--- config.mk ---
export PLATFORM = sky130hd
export DESIGN_NAME = aiwi_ram
export DESIGN_NICKNAME = d
export VERILOG_FILES = /design/src/rtl/affine_image_warp_interp_top_defines.svh /design/src/rtl/aiwi_ram.sv
export SDC_FILE = /design/constraint.sdc
export NUM_CORES = 2
export LEC_CHECK = 0
export BUFFER_PORTS_ARGS = -buffer_cell sky130_fd_sc_hd__buf_2
export CORE_MARGIN = 2
export CORE_UTILIZATION = 55
export CTS_CLUSTER_SIZE = 20
export DETAILED_ROUTE_END_ITERATION = 6
export PLACE_DENSITY_LB_ADDON = 0.08
export SLEW_MARGIN = 0
export SYNTH_ARGS = -nofsm -noshare
export SYNTH_HDL_FRONTEND = slang
export SYNTH_SLANG_ARGS = --single-unit
--- constraint.sdc ---
create_clock -name clk -period 2.29 [get_ports clk]
set_input_delay 0.229 -clock clk [delete_from_list [all_inputs] [get_ports clk]]
set_output_delay 0.229 -clock clk [all_outputs]
set_load 0.01 [all_outputs]
--- src/rtl/affine_image_warp_interp_top_defines.svh ---
// Assertion macros used by the warp top module.
`ifndef AFFINE_IMAGE_WARP_INTERP_TOP_DEFINES_SVH
`define AFFINE_IMAGE_WARP_INTERP_TOP_DEFINES_SVH
`ifndef NO_ASSERTIONS
`define AIWI_ASSERT(lbl, prop, msg) \
  lbl: assert property (@(posedge clk) disable iff (rst) prop) else $error(msg);
`define AIWI_ASSERT_RST(lbl, prop, msg) \
  lbl: assert property (@(posedge clk) prop) else $error(msg);
`else
`define AIWI_ASSERT(lbl, prop, msg)
`define AIWI_ASSERT_RST(lbl, prop, msg)
`endif
`endif

--- src/rtl/aiwi_ram.sv ---
module aiwi_ram #(
  parameter int WIDTH = 8,
  parameter int DEPTH = 256
) (
  input  logic                     clk,
  input  logic                     we,
  input  logic [$clog2(DEPTH)-1:0] waddr,
  input  logic [WIDTH-1:0]         wdata,
  input  logic                     re,
  input  logic [$clog2(DEPTH)-1:0] raddr,
  output logic [WIDTH-1:0]         rdata
);

  logic [WIDTH-1:0] mem [DEPTH];

  always_ff @(posedge clk) begin
    if (we) begin
      mem[waddr] <= wdata;
    end
    if (re) begin
      rdata <= mem[raddr];
    end
  end

endmodule

# ---- Word-level counts from Yosys, hierarchy flattened
# Memory sizes are Yosys's and may differ from the RTL's. A register that Yosys moved wholly into a read port is not among the register bits.
# Index checks and enable logic that the tools add are counted.
dict set report totals {
  out_inout_bits 8
  mem_count 1
  ram_bits 2048
  reg_bits 0
}
dict set report classes {
  n_mux 2
}
# name words width read_ports rd_ports_with_merged_regs write_ports line
set mem_list {}
lappend mem_list {mem 256 8 1 1 1 aiwi_ram.sv:14} ;# logic [WIDTH-1:0] mem [DEPTH];
# operator count
set ops {}
lappend ops {{$mux 1} 2}

# ---- Depth between registers and ports, before layout
dict set report depth {
  word_depth 2
  ltp_mapped 11
  ltp_nobuf 6
}

# ---- Worst setup path before layout
# OpenSTA, ideal clock, no wires.
dict set report synth_path {
  path_type {in2reg}
  start {input port raddr[0]}
  end {register rdata[2], read port of mem (data pin)}
  path_buffers 4
  arrival_time_ns 2.036
  cell_stages 9
  path_slack_ns -0.015
  setup_ns 0.269
  path_cell_list {buf_6 buf_12 buf_8 buf_2 mux4_2 a22oi_1 a21oi_1 nor4_1 nor4_2}
}
# element line
set synth_lines {}
lappend synth_lines {{start: declaration} aiwi_ram.sv:10} ;# input logic [$clog2(DEPTH)-1:0] raddr,
lappend synth_lines {{end: declaration} aiwi_ram.sv:11} ;# output logic [WIDTH-1:0] rdata

==> out/results.tsv <==
metric	value	unit
gp_congestion	0.8913	
drv_slew	0	
grt_overflow	0	
final_hold_viol_count	0	
place_ws	-1289	ps
die-area	0.1479	mm²
crit_end	rdata[7]	
dr.pass1.iters	7	
grt_pass1_vias	42210	
ys.flop_type	edfxtp_1	
layout_min_cycle_time	2363	ps
crit_arrival	2920	ps
syn_to_final_growth	18.79	%
min-delay-path-class	input port to flip-flop	
synth_top_family_by_area	multiplexers	
synth_cell_types	54	
ant_nets	0	
finalSetupTns	-263.9	ps
layout.nets	4504	
grt.total_usage	0.2766	
hpwl	134000	µm
path_class	flip-flop to flip-flop	
grt_max_degree	152	
wirelength	201600	µm
port_buffers	34	
r2r-end	rdata[7]	
fin_skew	16.50	ps
synthArstFlopShare	0	
synth_xor_area_frac	0	
cts_setup_buffers	0	
final_layout_size_suffix_gt1_frac	0.3433	
fp.coreArea	0.1437	mm²
r2r_slack	-70	ps
fillCellCount	9471	
cp_max_fo	1	
viasPerCell	6.296	
drt-wirelength-per-cell	30.81	µm
avgSynthCellArea	21.33	µm²
antenna_found_initial	9	
cts_root_buf	clkbuf_16	
muxShareOfSynthArea	0.1460	
ir_drop	718.3	µV
worstPathRequired	2850	ps
end_kind	flip-flop	
cts_buffers	199	
status	complete, but fails checks	
r2r-start	mem[135][7]	
dp_cells	6171	
slew_headroom	0.3964	
cap_violations	0	
remaining_drc_errors	2	
p_leak	30.88	nW
ys_seq_area_frac	0.7753	
syn_inst	3733	
stdcell_count	6543	
r2r_cells	6	
drt_iter0_markers	4846	
clock_latency	820	ps
netlist_area	0.07964	mm²
rsz0062_at_grt	true	
ys_warn_count	0	
grt_pass1_wl	292400	µm
fin_crit_sh	1.032	
clkTransAtPathRegs	60	ps
synth_compound_area_frac	0.03416	
synth_edf_count	2056	
tightest_slew	905.4	ps
rows	139	
die_w	384.5	µm
fmax	423.1	MHz
syn_nets	3760	
startpoint_type	flip-flop	
p_per_area	835.3	mW/mm²
die_h	384.5	µm
htree_levels	4	
setup_viol	5	
vias	41200	
cts_tree	done	
cts_max_path_buffers	3	
synth-adder-area-share	0	
fin_ws	-73.35	ps
yosys.area_share.simple	0.02625	
p_total	79.02	mW
ios	35	
cts_num_sinks	2056	
violations	DRC, setup timing	
final_util	0.6585	
cp-startpoint	mem[135][7]	
initial_utilization	0.5544	
ys_seq_elements	2056	
## cells by family after synthesis
group | Yosys count
AOI/OAI and AO/OA | 385
buffers and inverters | 235
DFF | 2056
muxes | 591
and+or+nand+nor | 466
## power breakdown
group / switching (mW) / internal (mW)
clock: 13.7 / 19.3
combinational: 2.63 / 1.85
sequential: 0.0560 / 41.5
## timing repair
item / in CTS / in global routing
pin swaps: 26 / 16
endpoints found under the setup margin: 8 / 8
gates resized for setup: 55 / 20
hold buffers: 9 / 0
endpoints found under the hold margin: 247 / 0
## worst min-delay path by stage
| stage | start | to | slack [ps] | cells past startpoint |
|---|---|---|---|---|
| after floorplan | wdata[0] | mem[0][0] | 330 | 0 |
| after global placement | wdata[3] | mem[80][3] | 540 | 1 |
| after detailed placement | wdata[3] | mem[80][3] | 540 | 1 |
| after CTS | waddr[6] | mem[232][2] | 30 | 3 |
| after global routing | waddr[6] | mem[233][2] | 80 | 3 |
| final | waddr[6] | mem[232][7] | 100 | 3 |
## layout by cell type, fill, tap and decap left out, types with 23 or more instances in the layout
| cell | instances |
|---|---|
| edfxtp_1 | 2056 |
| buf_4 | 643 |
| mux4_2 | 454 |
| nor2_1 | 275 |
| clkbuf_16 | 206 |
| mux2i_1 | 134 |
| a22oi_1 | 131 |
| a21oi_1 | 95 |
| buf_12 | 89 |
| o221ai_1 | 44 |
| clkinv_1 | 40 |
| clkinv_2 | 38 |
| nand3_1 | 34 |
| nand2_1 | 33 |
| o22ai_1 | 28 |
| nor2b_1 | 26 |
| bufinv_16 | 26 |
| clkbuf_1 | 23 |
## worst max-delay path, stage by stage (launching register included)
cell and delay (ps):
edfxtp_1 360, mux4_2 520, mux4_2 510, nor2_2 140, a2111oi_2 70, nor3_4 430, nor4_2 60
## flip-flops by register name, indices dropped and copies added, names as in the netlist
name   flops
mem     2048
rdata      8
## final cells by class
cell class              count  area (µm²)  area share
flip-flops and latches   2056       61740      0.6526
multi-input cells        1442       16880      0.1784
repair buffers            776        6983     0.07381
clock buffers             229        5241     0.05540
well taps                1903        2381     0.02517
clock inverters           130        1359     0.01436
diodes                      5       12.51   0.0001323
inverters                   2       7.507  0.00007936
## layer usage
metal,track usage,routed length (µm),up-vias
met5,0,0,-
met4,0.08543,6402,0
met3,0.04697,15880,328
met2,0.4562,100700,1845
met1,0.3826,78590,21820
li1,-,-,17200
## metrics by stage
stage          hold WS, ps  area (µm²)
2_1_floorplan        327.9       79650
3_3_place_gp         536.3       87480
3_5_place_dp         544.7       87480
4_1_cts              27.24       94490
5_1_grt              81.18       94590
6_report             100.6       94600
## Yosys cell counts, drive strengths merged (2+ instances only)
cell | instances | area [µm²]
nor2b | 31 | 193.9
a221oi | 14 | 128.9
a22oi | 133 | 998.5
edfxtp | 2056 | 61740
o21ai | 12 | 60.06
a2111oi | 5 | 52.55
o22ai | 28 | 175.2
or2 | 4 | 25.02
buf | 122 | 1032
a311oi | 2 | 17.52
a211oi | 16 | 120.1
o211ai | 10 | 75.07
nand3 | 34 | 170.2
nor4 | 27 | 187.7
a31oi | 2 | 12.51
and2 | 6 | 37.54
nand3b | 2 | 15.01
a22o | 8 | 70.07
o32ai | 5 | 51.30
a21oi | 96 | 480.5
nor3 | 22 | 110.1
o221ai | 47 | 417.9
and3b | 2 | 17.52
mux2i | 134 | 1341
nor2 | 282 | 1059
nand2b | 8 | 50.05
nand4 | 10 | 62.56
o22a | 5 | 43.79
mux4 | 456 | 10280
nand2 | 33 | 123.9
clkbuf | 111 | 416.7
No activity file was read; power rests on OpenSTA's default activity.
