**src/rtl/affine_image_warp_interp_top_defines.svh**
```systemverilog
// Assertion macros used by the warp top module.
`ifndef AFFINE_IMAGE_WARP_INTERP_TOP_DEFINES_SVH
`define AFFINE_IMAGE_WARP_INTERP_TOP_DEFINES_SVH
`ifndef NO_ASSERTIONS
`define AIWI_ASSERT(lbl, prop, msg) \
  lbl: assert property (@(posedge clk) disable iff (rst) prop) else $error(msg);
`define AIWI_ASSERT_RST(lbl, prop, msg) \
  lbl: assert property (@(posedge clk) prop) else $error(msg);
`else
`define AIWI_ASSERT(lbl, prop, msg)
`define AIWI_ASSERT_RST(lbl, prop, msg)
`endif
`endif

```
**src/rtl/aiwi_pkg.sv**
```systemverilog
package aiwi_pkg;

  localparam int IMG_W = 512;
  localparam int IMG_H = 512;

  localparam int Q_FRAC = 16;
  localparam int Q_ONE  = 65536;
  localparam int Q_HALF = 32768;

  localparam int CFG_W     = 32;
  localparam int CFG_IDX_W = 3;

  localparam logic [CFG_IDX_W-1:0] REG_X_OFFSET    = 3'd0;
  localparam logic [CFG_IDX_W-1:0] REG_X_PER_COL   = 3'd1;
  localparam logic [CFG_IDX_W-1:0] REG_X_PER_ROW   = 3'd2;
  localparam logic [CFG_IDX_W-1:0] REG_Y_OFFSET    = 3'd3;
  localparam logic [CFG_IDX_W-1:0] REG_Y_PER_COL   = 3'd4;
  localparam logic [CFG_IDX_W-1:0] REG_Y_PER_ROW   = 3'd5;
  localparam logic [CFG_IDX_W-1:0] REG_INTERP_MODE = 3'd6;

  localparam logic MODE_BILINEAR = 1'b0;
  localparam logic MODE_NEAREST  = 1'b1;
  localparam logic OP_LOAD       = 1'b0;
  localparam logic OP_SAMPLE     = 1'b1;

  // Coefficient times a 10-bit signed coordinate, then a sum of three terms plus a half.
  localparam int PROD_W = CFG_W + 10;
  localparam int SUM_W  = PROD_W + 3;
  localparam int CRD_W  = SUM_W - Q_FRAC;

  // Four banks split by column and row parity; each bank holds a quarter image.
  localparam int XHW = ($clog2(IMG_W) > 1) ? $clog2(IMG_W) - 1 : 1;
  localparam int YHW = ($clog2(IMG_H) > 1) ? $clog2(IMG_H) - 1 : 1;
  localparam int A_W = XHW + YHW;
  localparam int BANK_DEPTH = 2 ** A_W;

  typedef logic [A_W-1:0] addr_t;
  typedef logic [7:0]     pixel_t;

  typedef struct packed {
    logic             we;
    logic [1:0]       wbank;
    addr_t            waddr;
    pixel_t           wdata;
    logic [3:0][A_W-1:0] raddr;
  } mem_req_t;

  typedef struct packed {
    logic        valid;
    logic        in_range;
    logic        mode;
    logic        xs;
    logic        ys;
    logic [15:0] fx;
    logic [15:0] fy;
  } ctrl_t;

  // floor((a*65536 + f*(b-a)) / 65536); the result always lies between a and b.
  function automatic pixel_t lerp(input pixel_t a, input pixel_t b, input logic [15:0] f);
    logic signed [8:0]  d;
    logic signed [25:0] t;
    d = signed'({1'b0, b}) - signed'({1'b0, a});
    t = signed'({2'b00, a, 16'h0000}) + signed'({1'b0, f}) * d;
    return t[23:16];
  endfunction

endpackage

```
**src/rtl/aiwi_blend.sv**
```systemverilog
module aiwi_blend (
  input  logic            clk,
  input  logic            rst,
  input  logic            en,
  input  aiwi_pkg::ctrl_t ctrl,
  input  logic [3:0][7:0] rdata,
  output logic            out_valid,
  output logic [7:0]      pixel_out,
  output logic            inside_res
);

  logic [7:0] v11, v21, v12, v22;
  logic v4, inside4, mode4;
  logic [15:0] fy4;
  logic [7:0] r0, r1, near4;

  assign v11 = rdata[{ctrl.ys, ctrl.xs}];
  assign v21 = rdata[{ctrl.ys, ~ctrl.xs}];
  assign v12 = rdata[{~ctrl.ys, ctrl.xs}];
  assign v22 = rdata[{~ctrl.ys, ~ctrl.xs}];

  always_ff @(posedge clk) begin
    if (rst) begin
      v4 <= 1'b0;
    end else if (en) begin
      v4 <= ctrl.valid;
    end
  end

  always_ff @(posedge clk) begin
    if (en) begin
      inside4 <= ctrl.in_range;
      mode4   <= ctrl.mode;
      fy4     <= ctrl.fy;
      near4   <= v11;
      r0      <= aiwi_pkg::lerp(v11, v21, ctrl.fx);
      r1      <= aiwi_pkg::lerp(v12, v22, ctrl.fx);
    end
  end

  always_ff @(posedge clk) begin
    if (rst) begin
      out_valid <= 1'b0;
    end else if (en) begin
      out_valid <= v4;
    end
  end

  always_ff @(posedge clk) begin
    if (en) begin
      inside_res <= inside4;
      if (!inside4) begin
        pixel_out <= '0;
      end else if (mode4 == aiwi_pkg::MODE_NEAREST) begin
        pixel_out <= near4;
      end else begin
        pixel_out <= aiwi_pkg::lerp(r0, r1, fy4);
      end
    end
  end

endmodule
```
**config.mk**
```make
export PLATFORM = sky130hd
export DESIGN_NAME = aiwi_blend
export DESIGN_NICKNAME = d
export VERILOG_FILES = /design/src/rtl/affine_image_warp_interp_top_defines.svh /design/src/rtl/aiwi_pkg.sv /design/src/rtl/aiwi_blend.sv
export SDC_FILE = /design/constraint.sdc
export NUM_CORES = 1
export LEC_CHECK = 0
export ABC_CLOCK_PERIOD_IN_PS = 12400
export BUFFER_PORTS_ARGS = -buffer_cell sky130_fd_sc_hd__clkbuf_2
export CAP_MARGIN = 20
export CORE_UTILIZATION = 40
export DETAILED_ROUTE_END_ITERATION = 10
export GPL_ROUTABILITY_DRIVEN = 0
export GPL_TIMING_DRIVEN = 1
export SLEW_MARGIN = 20
export SYNTH_ARGS = -nofsm -noshare
export SYNTH_HDL_FRONTEND = slang
export SYNTH_SLANG_ARGS = --single-unit
```
**constraint.sdc**
```tcl
create_clock -name clk -period 12.4 [get_ports clk]
set_input_delay 0 -clock clk [delete_from_list [all_inputs] [get_ports clk]]
set_output_delay 0 -clock clk [all_outputs]
set_load 0.03 [all_outputs]
```
# Word level (Yosys, flattened, before mapping)
# Index checks and enable logic that the tools add are counted.
# totals
register_bits	53
out_inout_bits	10
wordCells	34
# classes
n_addsub	6
multipliers	3
magnitude_cmp	4
muxes	9
bitwise_logic	2
# op_table
cell	n
24-bit adder	3
17-bit by 9-bit multiplier with 24-bit output	3
8-bit binary-select mux with 2-bit select	4
8-bit two-way mux	5
8-bit by 8-bit subtractor with 9-bit output	3
2-bit by 3-bit less-than comparator with 1-bit output, second input constant	4
1-bit NOT	2

# Logic depth before layout (Yosys ltp)
# depth
ltp_word	6
ltp_mapped	34
ltp_nobuf	31

# Least setup slack after synthesis
# Ideal clock, no wire load.
# synth_path
path_kind	input -> register
startpoint	input port ctrl[32] (netlist name)
endpoint	register r1[6], data pin
setup_time_ns	0.258
arrival_time_ns	7.579
setup_slack_ns	4.563
stages	32
n_path_buf	3
path_cell_list	clkbuf_1 clkbuf_1 clkbuf_1 mux2i_1 nand2_1 o21ai_0 inv_1 ha_1 nor2b_1 o21ai_0 a21boi_0 o21ai_0 nand2b_1 a21o_1 a21oi_1 mux2_2 fa_1 fa_1 inv_1 fa_1 fa_1 inv_1 fa_1 inv_1 ha_1 or4_1 a21oi_1 o21ai_0 a41oi_1 nand2b_1 a21oi_1 xnor2_1
# synth_between
elab_chain_len	6
elab_cells_between_ends	8
cone_classes	add/sub: 2; mul: 1; mux: 4; bitwise: 1
# synth_rtl
element	line_no	text
from (decl)	aiwi_blend.sv:5	input aiwi_pkg::ctrl_t ctrl,
1-bit NOT *	aiwi_blend.sv:19, aiwi_blend.sv:20	
8-bit binary-select mux with 2-bit select, on equally long branches	aiwi_blend.sv:20, aiwi_blend.sv:19	
8-bit two-way mux, on equally long branches	aiwi_blend.sv:20, aiwi_blend.sv:19	
8-bit by 8-bit subtractor with 9-bit output	aiwi_pkg.sv:62	d = signed'({1'b0, b}) - signed'({1'b0, a});
17-bit by 9-bit multiplier with 24-bit output	aiwi_pkg.sv:63	t = signed'({2'b00, a, 16'h0000}) + signed'({1'b0, f}) * d;
24-bit adder *	aiwi_pkg.sv:63	
to (signal assigned)	aiwi_blend.sv:37	r1 <= aiwi_pkg::lerp(v12, v22, ctrl.fx);
to (decl)	aiwi_blend.sv:15	logic [7:0] r0, r1, near4;
# Every way passes the cells marked *; elsewhere a longest branch is shown, timed or not. The select of a mux whose other input is x is not followed.
# A chain may end at the register's enable or synchronous reset.

# Worst setup path in the final report
# layout_path
startpoint	input port ctrl[33] (netlist name)
endpoint	register r0[7], data pin
# layout_between
elab_chain_len	6
elab_cells_between_ends	8
cone_classes	add/sub: 2; mul: 1; mux: 4; bitwise: 1
# layout_rtl
element	line_no	text
1-bit NOT	aiwi_blend.sv:18	assign v21 = rdata[{ctrl.ys, ~ctrl.xs}];
8-bit binary-select mux with 2-bit select	aiwi_blend.sv:18	
8-bit two-way mux (not written as such)	aiwi_blend.sv:18	
8-bit by 8-bit subtractor with 9-bit output	aiwi_pkg.sv:62	
17-bit by 9-bit multiplier with 24-bit output	aiwi_pkg.sv:63	
24-bit adder *	aiwi_pkg.sv:63	
to (signal assigned)	aiwi_blend.sv:36	r0 <= aiwi_pkg::lerp(v11, v21, ctrl.fx);
to (decl)	aiwi_blend.sv:15	
# Marked as above.

==> impl_metrics.yaml <==
status:
  outcome: "finished clean"
route:
  drc_errors: 0
  num_vias: 11800
  drt-initial-drc-count: 538
  antenna_left: 0
  dr.pass1.iters: 5
  routed_wirelength_um: 38000
  viasPerCell: 5.01
  routedWlPerCell_um: 16.1
yosys:
  ys_seq_area_frac: 0.0926
  synthFlopType: "edfxtp_1"
  ys_types: 53
  syn_area_um2: 17000
  syn-instance-count: 1775
  synth.net_count: 2335
  ys_warn_count: 0
  synth-edff-count: 51
  async_reset_ff_frac: 0
  ys_ff_latch: 53
  avgSynthCellArea_um2: 9.56
timing:
  clock.fmax_ghz: 0.120
  final_hold_viol_count: 0
  finClkSkew_ns: 0.00808
  tns_ns: 0
  rsz0062_at_grt: "no"
  worst-slew-pin-transition_ns: 1.06
  min_period_over_period: 0.673
  relSlewSlack: 0.292
  hold-worst-slack_ns: 0.252
  setup_viol: 0
  finalCriticalPeriod_ns: 8.34
  drv_slew: 0
worst_setup_path:
  cpMostUsedCell: "fa_1"
  critPathKind: "primary input to flip-flop"
  cpMaxStageDelayCell: "a2111oi_0"
  path_depth: 30
  worstSetupStartpointType: "primary input"
  critPathArrivalTime_ns: 8.41
  r2r.worst_path.cells: 28
  path_max_fanout: 33
  end_kind: "flip-flop"
  path_delay_family: "adder cells"
  cp.buffers_inverters: 6
  required_ns: 12.46
  slowest_delay_ns: 0.64
finish:
  regArea_um2: 1570
  final_common_cell: "inv_1"
  multi_input_area_um2: 13900
  syn2layout_area_growth_pct: 7.80
  finalInstanceArea_um2: 18300
  antennaDiodeCount: 0
  layout_common_cells: "322 x inv_1, 318 x fa_1, 187 x and2_1"
  nets: 2383
  post_route_cells_drive_above_1_share: 0.0921
  fin_util: 0.437
  n_fill_cell: 4031
grt:
  grt_max_degree: 54
  grt_first_pass_wirelength_um: 65300
  antenna_found_initial: 0
  grt_pass1_vias: 13000
  grt-ovfl-total: 0
  track_usage: 0.187
placed_design:
  dpl.hpwl_um: 30900
  portBuffers: 81
  place_area_um2: 17900
floorplanning:
  ioPinCount: 82
  dieArea_um2: 43300
  die_w_um: 208
  coreArea_um2: 41900
  rows: 75
  die_h_um: 208
  initial_utilization: 0.406
min_path:
  whs_path_depth: 2
  hold_path.class: "primary input to flip-flop"
run:
  maxCapViolations: 0
clock_tree:
  clock_path_buffers: 2
  cts_tree: "built"
  worstSkewPairLatency_ns: 0.31
  post-cts-setup-buffers: 0
  htreeDepth: 2
  cts.reportedPaths.clkPinSlew_ns: 0.07
  numCtsBuffers: 5
  cts_sinks: 53
  clock-root-buffer: "clkbuf_16"
## sequential cells by signal (all words and copies together) (netlist names)
name        count
fy4            16
near4           8
pixel_out       8
r0              8
r1              8
inside4         1
inside_res      1
mode4           1
out_valid       1
v4              1
## worst register-to-register path, delay by kind of cell (launching register included)
family          cells  cell delay, ns
simple gates        4            0.66
flops               1            0.42
mux                 1            0.41
compound gates     11            2.37
buf+inv             5            0.58
fa+ha+maj           7            2.96
## final cells by class
type,instances,share of cell area
inverters,322,0.0661
repair buffers,122,0.0417
flip-flops and latches,53,0.0859
well taps,539,0.0369
clock inverters,2,0.00212
clock buffers,6,0.00704
multi-input cells,1319,0.760
## synthesized netlist by cell type, types with 14 or more instances
library cell,instances,area share
fa_1,318,0.38
nand2_1,137,0.030
o21ai_0,37,0.011
ha_1,170,0.13
inv_1,322,0.071
mux2_2,19,0.013
nor2_1,63,0.014
edfxtp_1,51,0.090
and2_1,187,0.069
mux2i_1,47,0.028
xnor2_1,38,0.020
nand2b_1,137,0.051
a21oi_1,31,0.0091
clkbuf_1,75,0.017
nor2b_1,14,0.0052
mux4_2,16,0.021
## final timing paths
kind	start	slack, ns	end
min reg2reg	v4$_SDFFE_PP0P_	0.52	out_valid$_SDFFE_PP0P_
max reg2reg	r0[1]$_DFFE_PP_	4.77	pixel_out[7]$_SDFFCE_PN0P_
min	rdata[23]	0.25	near4[7]$_DFFE_PP_
max	ctrl[33]	4.06	r0[7]$_DFFE_PP_
## routing by layer
metal	wire (um)	share of wire	up-vias	global-route usage
li1	-	-	5563	-
met1	17200	0.45	6040	0.245
met2	19000	0.50	191	0.337
met3	1020	0.027	44	0.0151
met4	783	0.021	0	0.0419
met5	0	0	-	0
## metrics by stage
stage	std cells	setup WS, ns
floorplan	1775	4.56
global placement	2335	3.84
detailed placement	2335	3.74
CTS	2363	4.06
global route	2363	3.33
finish	2363	4.06
## cells by family after synthesis
kind of cell             after synthesis  synth area share
flip-flops                            53            0.0926
AO/OA/AOI/OAI                        112            0.0421
buffers and inverters                403            0.0894
adder cells (fa/ha/maj)              488             0.500
XOR/XNOR                              50            0.0258
multiplexers                          82            0.0616
AND/OR/NAND/NOR                      587             0.188
## what timing repair did
| item | in CTS | in global routing |
|---|---|---|
| hold buffers | 20 | 0 |
| hold endpoints to repair | 20 | 0 |
| resized for setup | 0 | 0 |
Power is left out: the tool's default activity adds up to more than one toggle a clock period on the data nets, which glitch-free logic cannot reach.
