[config.mk]
export PLATFORM = sky130hd
export DESIGN_NAME = aiwi_map
export DESIGN_NICKNAME = d
export VERILOG_FILES = /design/src/rtl/affine_image_warp_interp_top_defines.svh /design/src/rtl/aiwi_pkg.sv /design/src/rtl/aiwi_map.sv
export SDC_FILE = /design/constraint.sdc
export NUM_CORES = 2
export LEC_CHECK = 0
export BUFFER_PORTS_ARGS = -buffer_cell sky130_fd_sc_hd__buf_2
export CAP_MARGIN = 10
export CORE_UTILIZATION = 35
export CTS_CLUSTER_DIAMETER = 80
export DETAILED_ROUTE_END_ITERATION = 7
export GPL_TIMING_DRIVEN = 0
export PLACE_DENSITY = 0.56
export REMOVE_ABC_BUFFERS = 1
export SLEW_MARGIN = 20
export SYNTH_ARGS = -nofsm -noshare
export SYNTH_HDL_FRONTEND = slang
export SYNTH_SLANG_ARGS = --single-unit
[constraint.sdc]
create_clock -name clk -period 6.8 [get_ports clk]
set_clock_uncertainty 0.05 [all_clocks]
set_input_delay 0.34 -clock clk [delete_from_list [all_inputs] [get_ports clk]]
set_output_delay 0.34 -clock clk [all_outputs]
set_load 0.005 [all_outputs]
[src/rtl/affine_image_warp_interp_top_defines.svh]
// Assertion macros used by the warp top module.
`ifndef AFFINE_IMAGE_WARP_INTERP_TOP_DEFINES_SVH
`define AFFINE_IMAGE_WARP_INTERP_TOP_DEFINES_SVH
`ifndef NO_ASSERTIONS
`define AIWI_ASSERT(lbl, prop, msg) \
  lbl: assert property (@(posedge clk) disable iff (rst) prop) else $error(msg);
`define AIWI_ASSERT_RST(lbl, prop, msg) \
  lbl: assert property (@(posedge clk) prop) else $error(msg);
`else
`define AIWI_ASSERT(lbl, prop, msg)
`define AIWI_ASSERT_RST(lbl, prop, msg)
`endif
`endif

[src/rtl/aiwi_pkg.sv]
package aiwi_pkg;

  localparam int IMG_W = 512;
  localparam int IMG_H = 512;

  localparam int Q_FRAC = 16;
  localparam int Q_ONE  = 65536;
  localparam int Q_HALF = 32768;

  localparam int CFG_W     = 32;
  localparam int CFG_IDX_W = 3;

  localparam logic [CFG_IDX_W-1:0] REG_X_OFFSET    = 3'd0;
  localparam logic [CFG_IDX_W-1:0] REG_X_PER_COL   = 3'd1;
  localparam logic [CFG_IDX_W-1:0] REG_X_PER_ROW   = 3'd2;
  localparam logic [CFG_IDX_W-1:0] REG_Y_OFFSET    = 3'd3;
  localparam logic [CFG_IDX_W-1:0] REG_Y_PER_COL   = 3'd4;
  localparam logic [CFG_IDX_W-1:0] REG_Y_PER_ROW   = 3'd5;
  localparam logic [CFG_IDX_W-1:0] REG_INTERP_MODE = 3'd6;

  localparam logic MODE_BILINEAR = 1'b0;
  localparam logic MODE_NEAREST  = 1'b1;
  localparam logic OP_LOAD       = 1'b0;
  localparam logic OP_SAMPLE     = 1'b1;

  // Coefficient times a 10-bit signed coordinate, then a sum of three terms plus a half.
  localparam int PROD_W = CFG_W + 10;
  localparam int SUM_W  = PROD_W + 3;
  localparam int CRD_W  = SUM_W - Q_FRAC;

  // Four banks split by column and row parity; each bank holds a quarter image.
  localparam int XHW = ($clog2(IMG_W) > 1) ? $clog2(IMG_W) - 1 : 1;
  localparam int YHW = ($clog2(IMG_H) > 1) ? $clog2(IMG_H) - 1 : 1;
  localparam int A_W = XHW + YHW;
  localparam int BANK_DEPTH = 2 ** A_W;

  typedef logic [A_W-1:0] addr_t;
  typedef logic [7:0]     pixel_t;

  typedef struct packed {
    logic             we;
    logic [1:0]       wbank;
    addr_t            waddr;
    pixel_t           wdata;
    logic [3:0][A_W-1:0] raddr;
  } mem_req_t;

  typedef struct packed {
    logic        valid;
    logic        in_range;
    logic        mode;
    logic        xs;
    logic        ys;
    logic [15:0] fx;
    logic [15:0] fy;
  } ctrl_t;

  // floor((a*65536 + f*(b-a)) / 65536); the result always lies between a and b.
  function automatic pixel_t lerp(input pixel_t a, input pixel_t b, input logic [15:0] f);
    logic signed [8:0]  d;
    logic signed [25:0] t;
    d = signed'({1'b0, b}) - signed'({1'b0, a});
    t = signed'({2'b00, a, 16'h0000}) + signed'({1'b0, f}) * d;
    return t[23:16];
  endfunction

endpackage

[src/rtl/aiwi_map.sv]
module aiwi_map (
  input  logic                           clk,
  input  logic                           rst,
  input  logic                           en,
  input  logic                           in_valid,
  input  logic                           op,
  input  logic [8:0]                     col,
  input  logic [8:0]                     row,
  input  logic [7:0]                     pixel_in,
  input  logic                           cfg_we,
  input  logic [aiwi_pkg::CFG_IDX_W-1:0] cfg_index,
  input  logic [aiwi_pkg::CFG_W-1:0]     cfg_data,
  output aiwi_pkg::mem_req_t             req,
  output aiwi_pkg::ctrl_t                ctrl
);

  logic signed [aiwi_pkg::CFG_W-1:0] x_offset, x_per_col, x_per_row;
  logic signed [aiwi_pkg::CFG_W-1:0] y_offset, y_per_col, y_per_row;
  logic interp_mode;

  logic v1, op1, mode1;
  logic [8:0] col1, row1;
  logic [7:0] pix1;
  logic signed [aiwi_pkg::PROD_W-1:0] pxc, pxr, pyc, pyr;

  logic v2, op2, mode2;
  logic [8:0] col2, row2;
  logic [7:0] pix2;
  logic signed [aiwi_pkg::SUM_W-1:0] sx, sy;

  logic signed [aiwi_pkg::SUM_W-1:0] half;
  logic signed [aiwi_pkg::CRD_W-1:0] x1, y1, xlim, ylim;
  logic [aiwi_pkg::CRD_W-1:0] colx, rowx;
  logic in_range;

  always_ff @(posedge clk) begin
    if (rst) begin
      x_offset    <= '0;
      x_per_col   <= 32'sd65536;
      x_per_row   <= '0;
      y_offset    <= '0;
      y_per_col   <= '0;
      y_per_row   <= 32'sd65536;
      interp_mode <= aiwi_pkg::MODE_BILINEAR;
    end else if (cfg_we) begin
      case (cfg_index)
        aiwi_pkg::REG_X_OFFSET:    x_offset    <= cfg_data;
        aiwi_pkg::REG_X_PER_COL:   x_per_col   <= cfg_data;
        aiwi_pkg::REG_X_PER_ROW:   x_per_row   <= cfg_data;
        aiwi_pkg::REG_Y_OFFSET:    y_offset    <= cfg_data;
        aiwi_pkg::REG_Y_PER_COL:   y_per_col   <= cfg_data;
        aiwi_pkg::REG_Y_PER_ROW:   y_per_row   <= cfg_data;
        aiwi_pkg::REG_INTERP_MODE: interp_mode <= cfg_data[0];
        default: ;
      endcase
    end
  end

  // Stage 1: the four coefficient products.
  always_ff @(posedge clk) begin
    if (rst) begin
      v1 <= 1'b0;
    end else if (en) begin
      v1 <= in_valid;
    end
  end

  always_ff @(posedge clk) begin
    if (en) begin
      op1   <= op;
      col1  <= col;
      row1  <= row;
      pix1  <= pixel_in;
      mode1 <= interp_mode;
      pxc   <= x_per_col * signed'({1'b0, col});
      pxr   <= x_per_row * signed'({1'b0, row});
      pyc   <= y_per_col * signed'({1'b0, col});
      pyr   <= y_per_row * signed'({1'b0, row});
    end
  end

  // Stage 2: source point in Q.16; nearest mode adds a half so a floor rounds.
  assign half = (mode1 == aiwi_pkg::MODE_NEAREST) ?
                aiwi_pkg::SUM_W'(aiwi_pkg::Q_HALF) : '0;

  always_ff @(posedge clk) begin
    if (rst) begin
      v2 <= 1'b0;
    end else if (en) begin
      v2 <= v1;
    end
  end

  always_ff @(posedge clk) begin
    if (en) begin
      op2   <= op1;
      col2  <= col1;
      row2  <= row1;
      pix2  <= pix1;
      mode2 <= mode1;
      sx <= aiwi_pkg::SUM_W'(x_offset) + aiwi_pkg::SUM_W'(pxc) +
            aiwi_pkg::SUM_W'(pxr) + half;
      sy <= aiwi_pkg::SUM_W'(y_offset) + aiwi_pkg::SUM_W'(pyc) +
            aiwi_pkg::SUM_W'(pyr) + half;
    end
  end

  // Stage 3: bounds check and bank addressing; the arithmetic shift is a floor.
  assign x1 = sx[aiwi_pkg::SUM_W-1:aiwi_pkg::Q_FRAC];
  assign y1 = sy[aiwi_pkg::SUM_W-1:aiwi_pkg::Q_FRAC];
  assign xlim = (mode2 == aiwi_pkg::MODE_NEAREST) ?
                aiwi_pkg::CRD_W'(aiwi_pkg::IMG_W - 1) : aiwi_pkg::CRD_W'(aiwi_pkg::IMG_W - 2);
  assign ylim = (mode2 == aiwi_pkg::MODE_NEAREST) ?
                aiwi_pkg::CRD_W'(aiwi_pkg::IMG_H - 1) : aiwi_pkg::CRD_W'(aiwi_pkg::IMG_H - 2);
  assign in_range = !x1[aiwi_pkg::CRD_W-1] && (x1 < xlim) &&
                    !y1[aiwi_pkg::CRD_W-1] && (y1 < ylim);
  assign colx = aiwi_pkg::CRD_W'(col2);
  assign rowx = aiwi_pkg::CRD_W'(row2);

  always_comb begin
    req.we    = en && v2 && (op2 == aiwi_pkg::OP_LOAD) &&
                (colx < aiwi_pkg::CRD_W'(aiwi_pkg::IMG_W)) &&
                (rowx < aiwi_pkg::CRD_W'(aiwi_pkg::IMG_H));
    req.wbank = {row2[0], col2[0]};
    req.waddr = {rowx[aiwi_pkg::YHW:1], colx[aiwi_pkg::XHW:1]};
    req.wdata = pix2;
    // A bank whose parity differs from the base point holds the next column or row.
    for (int b = 0; b < 4; b++) begin
      req.raddr[b] = {y1[aiwi_pkg::YHW:1] + aiwi_pkg::YHW'(y1[0] & ~b[1]),
                      x1[aiwi_pkg::XHW:1] + aiwi_pkg::XHW'(x1[0] & ~b[0])};
    end
  end

  always_ff @(posedge clk) begin
    if (rst) begin
      ctrl.valid <= 1'b0;
    end else if (en) begin
      ctrl.valid <= v2 && (op2 == aiwi_pkg::OP_SAMPLE);
    end
    if (en) begin
      ctrl.in_range <= in_range;
      ctrl.mode     <= mode2;
      ctrl.xs       <= x1[0];
      ctrl.ys       <= y1[0];
      ctrl.fx       <= sx[15:0];
      ctrl.fy       <= sy[15:0];
    end
  end

endmodule

# [Yosys cells after proc, flatten, opt, wreduce, memory -nomap -nowiden]
# Index checks and enable logic that the tools add are counted.
[classes] n_bitwise=1 mux=2 n_lt_le_gt_ge=4 mul=4 reduce_logical=18 eq_ne=6 add_sub_neg=8
[ops] op="$mul A32 B10 Y42" n=4
[ops] op="$add A44 B17 Y45" n=2
[ops] op="$add A43 B42 Y44" n=2
[ops] op="$add A32 B42 Y43" n=2
[ops] op="$lt A29 B10 Y1" n=2
[ops] op="$lt A9 B10 Y1 const B" n=2
[ops] op="$add A8 B1 Y8" n=2
[ops] op="$mux W16" n=1
[ops] op="$reduce_and A2 Y1" n=7
[ops] op="$eq A3 B3 Y1 const B" n=3
[ops] op="$logic_and A1 B1 Y1" n=8
[ops] op="$eq A3 B2 Y1 const B" n=2
[ops] op="$eq A3 B1 Y1 const B" n=1
[ops] op="$logic_not A3 Y1" n=1
[ops] op="$logic_not A1 Y1" n=2
[ops] op="$mux W1" n=1
[ops] op="$not A1 Y1" n=1
[totals] inputBits=67 regBits=546 output_inout_bits=128 wordCells=75

# [Depth between registers and ports, before layout]
[depth] ltp_word=5 ltp_mapped=24 depth_no_buf=22

# [Worst setup path after synthesis]
# No wires, ideal clock.
[synth_path] path_kind="in2reg" startpoint="input port row[1]" endpoint="register pyr[41] (netlist bit), data pin" path_stages=23 arrival_ns=5.948 required_ns=6.486 path_slack_ns=0.537 setup_time_ns=0.264 path_buffers=3 cell_sequence="clkbuf_1 -> clkbuf_1 -> nand2_1 -> fa_1 -> inv_1 -> fa_1 -> fa_1 -> fa_1 -> inv_1 -> fa_1 -> inv_1 -> ha_1 -> buf_6 -> a21o_1 -> a221o_1 -> a41oi_2 -> nor3_1 -> o311ai_4 -> a31oi_2 -> a221o_1 -> a41o_1 -> o41ai_2 -> xnor2_1"
[synth_via] elab_chain_cells=1
[synth_rtl] item="from (decl)" line="aiwi_map.sv:8" source="input logic [8:0] row,"
[synth_rtl] item="$mul A32 B10 Y42" line="aiwi_map.sv:78" source="pyr <= y_per_row * signed'({1'b0, row});"
[synth_rtl] item="to (signal assigned)" line="aiwi_map.sv:78"
[synth_rtl] item="to (decl)" line="aiwi_map.sv:24" source="logic signed [aiwi_pkg::PROD_W-1:0] pxc, pxr, pyc, pyr;"
# Every way passes these cells.
# A chain may end at the register's enable or synchronous reset.

# [Final worst setup path]
[layout_path] startpoint="register x_per_row[11] (netlist bit)" endpoint="register pxr[39] (netlist bit), data pin"
[layout_via] elab_chain_cells=1
[layout_rtl] item="from (decl)" line="aiwi_map.sv:17" source="logic signed [aiwi_pkg::CFG_W-1:0] x_offset, x_per_col, x_per_row;"
[layout_rtl] item="from (signal assigned)" line="aiwi_map.sv:49" source="aiwi_pkg::REG_X_PER_ROW: x_per_row <= cfg_data;"
[layout_rtl] item="$mul A32 B10 Y42" line="aiwi_map.sv:76" source="pxr <= x_per_row * signed'({1'b0, row});"
[layout_rtl] item="to (signal assigned)" line="aiwi_map.sv:76"
[layout_rtl] item="to (decl)" line="aiwi_map.sv:24"
# Every way passes these cells.

==> flow_results.org <==
** Logic synthesis
- Most frequent cell after synthesis :: sky130_fd_sc_hd__nand2_1
- In this run, synthesis produced a sequential element count of ~550.
- In the synthesized netlist the async set-or-reset flop fraction comes to 0%.
- Synthesis Warnings :: 0
- Post-synthesis sequential area ratio :: roughly 22%
- Counting distinct cell types in the post-synthesis netlist gives slightly below 80.
- Synthesized area :: around 0.064 mm2
- For this run, the leading register cell type out of synthesis is sky130_fd_sc_hd__edfxtp_1.
- In the synthesized netlist, the number of instances is between 6k and 7k.
- Most instantiated cells after synthesis :: sky130_fd_sc_hd__nand2_1 (1161), sky130_fd_sc_hd__inv_1 (1150), sky130_fd_sc_hd__fa_1 (1024), sky130_fd_sc_hd__ha_1 (526), sky130_fd_sc_hd__and2_1 (485)
- The synthesized design contains 350 enable-type register cells.
- Of all cell types, the one taking the most synthesized area is sky130_fd_sc_hd__fa_1.
- The synthesized design devotes to its leading area cell type 31.9% of total area.
- After synthesis, the mean cell area works out to approximately 9.5 um2.
- Ranked by total cell area, the synthesized netlist is headed by sky130_fd_sc_hd__fa_1 (32%), sky130_fd_sc_hd__edfxtp_1 (16%), sky130_fd_sc_hd__ha_1 (10%).

** Floorplanning
- In this run the core area contains approximately 160 standard-cell rows.
- The die is around 430 um wide.
- Effective utilization at floorplan :: between 30% and 40%
- # IOs :: a little under 200
- Chip height :: approximately 430 um
- The die covers 0.185 mm2.
- Area of the core :: between 0.15 and 0.2 mm2

** Cells and area
- Share of post-route cells with drive strength above 1 :: under 10%
- Multi-input gate area in the final layout :: between 0.04 and 0.05 mm2
- Net count of the finished layout :: ~8.3k
- Summing all non-filler instances in the final layout gives an area of around 0.07 mm2.
- Compared with the post-synthesis result, the final layout area differs by 9.21%.
- Final-layout fill cell count :: approximately 18k
- The sequential cells in the finished layout cover a total of approximately 0.015 mm2.

** Critical path
- The worst setup path is launched from a flop.
- CP Data Arrival Time :: 6.89 ns
- Worst Setup Path Type :: reg2reg
- Along the worst path, the maximum fanout reaches 10.
- In this run the worst setup path terminates at pxr[39]$_DFFE_PP_.
- Reg-to-reg setup timing slack :: ~0.27 ns
- The most critical setup path has its startpoint at x_per_row[11]$_SDFFE_PP0P_.
- STA classifies the critical path endpoint as a flop.
- At the worst endpoint, the required time is between 7 and 8 ns.
- Worst r2r src :: x_per_row[11]$_SDFFE_PP0P_
- FF-to-FF End :: pxr[39]$_DFFE_PP_
- The worst register-to-register path has a depth of 19.

** Timing
- Share of the clock period used by the worst path :: 96.1%
- The final count of hold timing violations is 0.
- At the pin with the least slew margin, the transition time is between 0.8 and 0.9 ns.
- Highest achievable clock rate :: roughly 150 MHz
- The worst path needs ~6.5 ns of the cycle, external delays included.
- The worst path meets setup with roughly 0.27 ns of slack.
- Pins over their slew limit :: 0
- Setup violations remaining at the end of the flow were counted as 0.
- The worst pin sits at a relative slew slack of 40.1%.

** GRT
- Global routing used roughly 18% of the available tracks across all layers.
- Global-route wire length before repair :: around 260000 um
- Vias in the first global route :: 46.9k
- Entering global routing, the biggest net connects a little over 100 pins.
- The initial antenna violation count is 3.
- For this run the aggregate overflow at the end of global routing stands at 0.

** Clock tree
- Counting every sink on the clock net gives 546.
- Clock buffer count from CTS :: between 70 and 80
- H-tree lvl count :: 3
- TritonCTS clock tree :: done
- At the later pin of the worst-skew pair, clock insertion delay measures between 0.6 and 0.7 ns.
- CTS placed an instance of sky130_fd_sc_hd__clkbuf_16 at the clock tree root.
- After clock tree synthesis, the clock-pin slew on the worst setup and hold paths is 0.06 ns.
- In this run the deepest clock path goes through 3 buffers.

** Placement
- Summed over all nets, the half-perimeter wirelength after detailed placement is 126000 um.
- Setup Slack @ Placement :: -0.868 ns
- Number of port buffers :: a little under 200
- Final estimated routing congestion in global placement :: 0.888
- Placed standard-cell area :: just under 0.07 mm2

** Routing
- In the final routed layout, each cell accounts on average for 17.6 um.
- Vias after detailed routing :: ~45k
- Initial DRC Count :: 2915
- The count of nets left with antenna violations once routing finished came out at 0.
- Pre-Repair DR Iteration Count :: 5
- Mean number of vias per cell :: roughly 5.0
- After detailed routing, the total wire length is between 150000 and 200000 um.
- DRC violation count after routing :: 0

** Pwr
- Leak :: around 35 nW
- Maximum vdd ir drop :: around 170 uV
- For this design the ratio of total power to cell area is approximately 160 mW/mm2.
- The design draws 11.3 mW.

** Outcome
- Status :: complete, no violations

** Min path
- Worst hold-check path type :: in2reg

** Run
- Across the run, the number of max-cap violations was 0.
cell type report:
class,instances,share of cell area (%)
clock buffer,93,2.90
sequential,546,20.7
multi-input combinational,4682,62.8
timing repair buffer,255,2.65
antenna,2,0.00713
tap,2370,4.22
clock inverter,42,0.624
inverter,1150,6.15
routing by layer:
metal | track usage [%] | part of all wire [%] | up-vias | wire length, um
met3 | 2.17 | 5.0 | 193 | 8070
met4 | 6.07 | 3.3 | 4 | 5350
met2 | 29.9 | 48 | 1119 | 76600
met5 | 0 | 0.013 | - | 21
li1 | - | - | 21000 | -
met1 | 23.9 | 44 | 23200 | 70400
logic make-up after synthesis:
logic type	count (synthesis)	share of synthesized area, %
XOR/XNOR	254	3.46
flip-flops	546	22.5
buffers and inverters	1519	9.17
AO/OA/AOI/OAI	858	8.19
multiplexers	7	0.109
adder cells (fa/ha/maj)	1550	42.1
AND/OR/NAND/NOR	2013	14.5
power breakdown:
group	internal [mW]	switching, mW
sequential	3.99	0.265
clock	2.31	1.62
combinational	1.20	1.87
total	7.51	3.76
metrics by stage:
| step | std cells | util (%) | TNS, ns | hold slack, ns |
|---|---|---|---|---|
| finish | 9140 | 38.7 | 0 | 0.0486 |
| global route | 9138 | 38.7 | -0.0152 | 0.0222 |
| CTS | 9137 | 38.6 | 0 | 0.0117 |
| detailed placement | 8967 | 37.0 | -5.55 | 0.355 |
| global placement | 8942 | 36.7 | -86.55 | 0.352 |
| floorplan | 6378 | - | 0 | 0.350 |
layout by cell type, fill, tap and decap left out, drive strengths merged, types with 9 or more instances in the layout:
cell type,n
fa,1024
nor2,123
xor2,61
clkbuf,93
and3,26
inv,1157
nor4,16
dlygate4sd3,35
nor2b,28
nand2,1161
o31ai,9
a21o,107
o21ai,95
nand2b,21
o21bai,46
xnor2,193
edfxtp,350
ha,526
nand4,28
nor3,29
o211ai,18
a31oi,27
dfxtp,196
o21a,29
a211oi,18
nand3,61
clkinv,26
a21oi,427
buf,220
and2,486
how the worst min path moves through the flow:
| stage | start | end | slack (ns) | depth (start not counted) |
|---|---|---|---|---|
| final | cfg_data[28] | y_per_col[28]$_SDFFE_PP0P_ | 0.05 | 3 |
| after global routing | cfg_data[28] | x_offset[28]$_SDFFE_PP0P_ | 0.02 | 3 |
| after CTS | cfg_data[18] | x_per_col[18]$_SDFFE_PP0P_ | 0.01 | 3 |
| after detailed placement | col1[3]$_DFFE_PP_ | col2[3]$_DFFE_PP_ | 0.35 | 0 |
| after global placement | row1[0]$_DFFE_PP_ | row2[0]$_DFFE_PP_ | 0.35 | 0 |
| after floorplan | col1[0]$_DFFE_PP_ | col2[0]$_DFFE_PP_ | 0.35 | 0 |
timing repair:
action,CTS,global route
pin swaps,0,2
hold endpoints to repair,157,0
cloned,0,0
hold buffers,35,0
setup endpoints to repair,6,22
setup buffers,0,1
resized for setup,7,66
worst max-delay path: stages, from the launching register on:
cell and delay [ns]:
sky130_fd_sc_hd__dfxtp_2 0.49, sky130_fd_sc_hd__nand2_1 0.12, sky130_fd_sc_hd__fa_1 0.54, sky130_fd_sc_hd__inv_1 0.05
sky130_fd_sc_hd__fa_1 0.49, sky130_fd_sc_hd__fa_1 0.50, sky130_fd_sc_hd__fa_1 0.49, sky130_fd_sc_hd__inv_1 0.05
sky130_fd_sc_hd__fa_1 0.48, sky130_fd_sc_hd__inv_1 0.04, sky130_fd_sc_hd__ha_1 0.48, sky130_fd_sc_hd__and3_1 0.28
sky130_fd_sc_hd__nand3_1 0.21, sky130_fd_sc_hd__or3_1 0.44, sky130_fd_sc_hd__a41oi_2 0.40, sky130_fd_sc_hd__a211oi_1 0.22
sky130_fd_sc_hd__o21ai_2 0.26, sky130_fd_sc_hd__nand4_1 0.20, sky130_fd_sc_hd__a311o_1 0.32, sky130_fd_sc_hd__xnor2_1 0.14
sequential cells by signal, summed over array words and instances, names as in the netlist, 8 cells and up:
signal / flops
x_offset: 32
pxc: 42
y_per_col: 32
x_per_col: 32
sy: 45
pyc: 42
row2: 9
pxr: 42
sx: 45
pyr: 42
col2: 9
x_per_row: 32
col1: 9
pix1: 8
ctrl: 37
y_offset: 32
y_per_row: 32
row1: 9
pix2: 8
No activity file was read; power rests on OpenSTA's default activity.
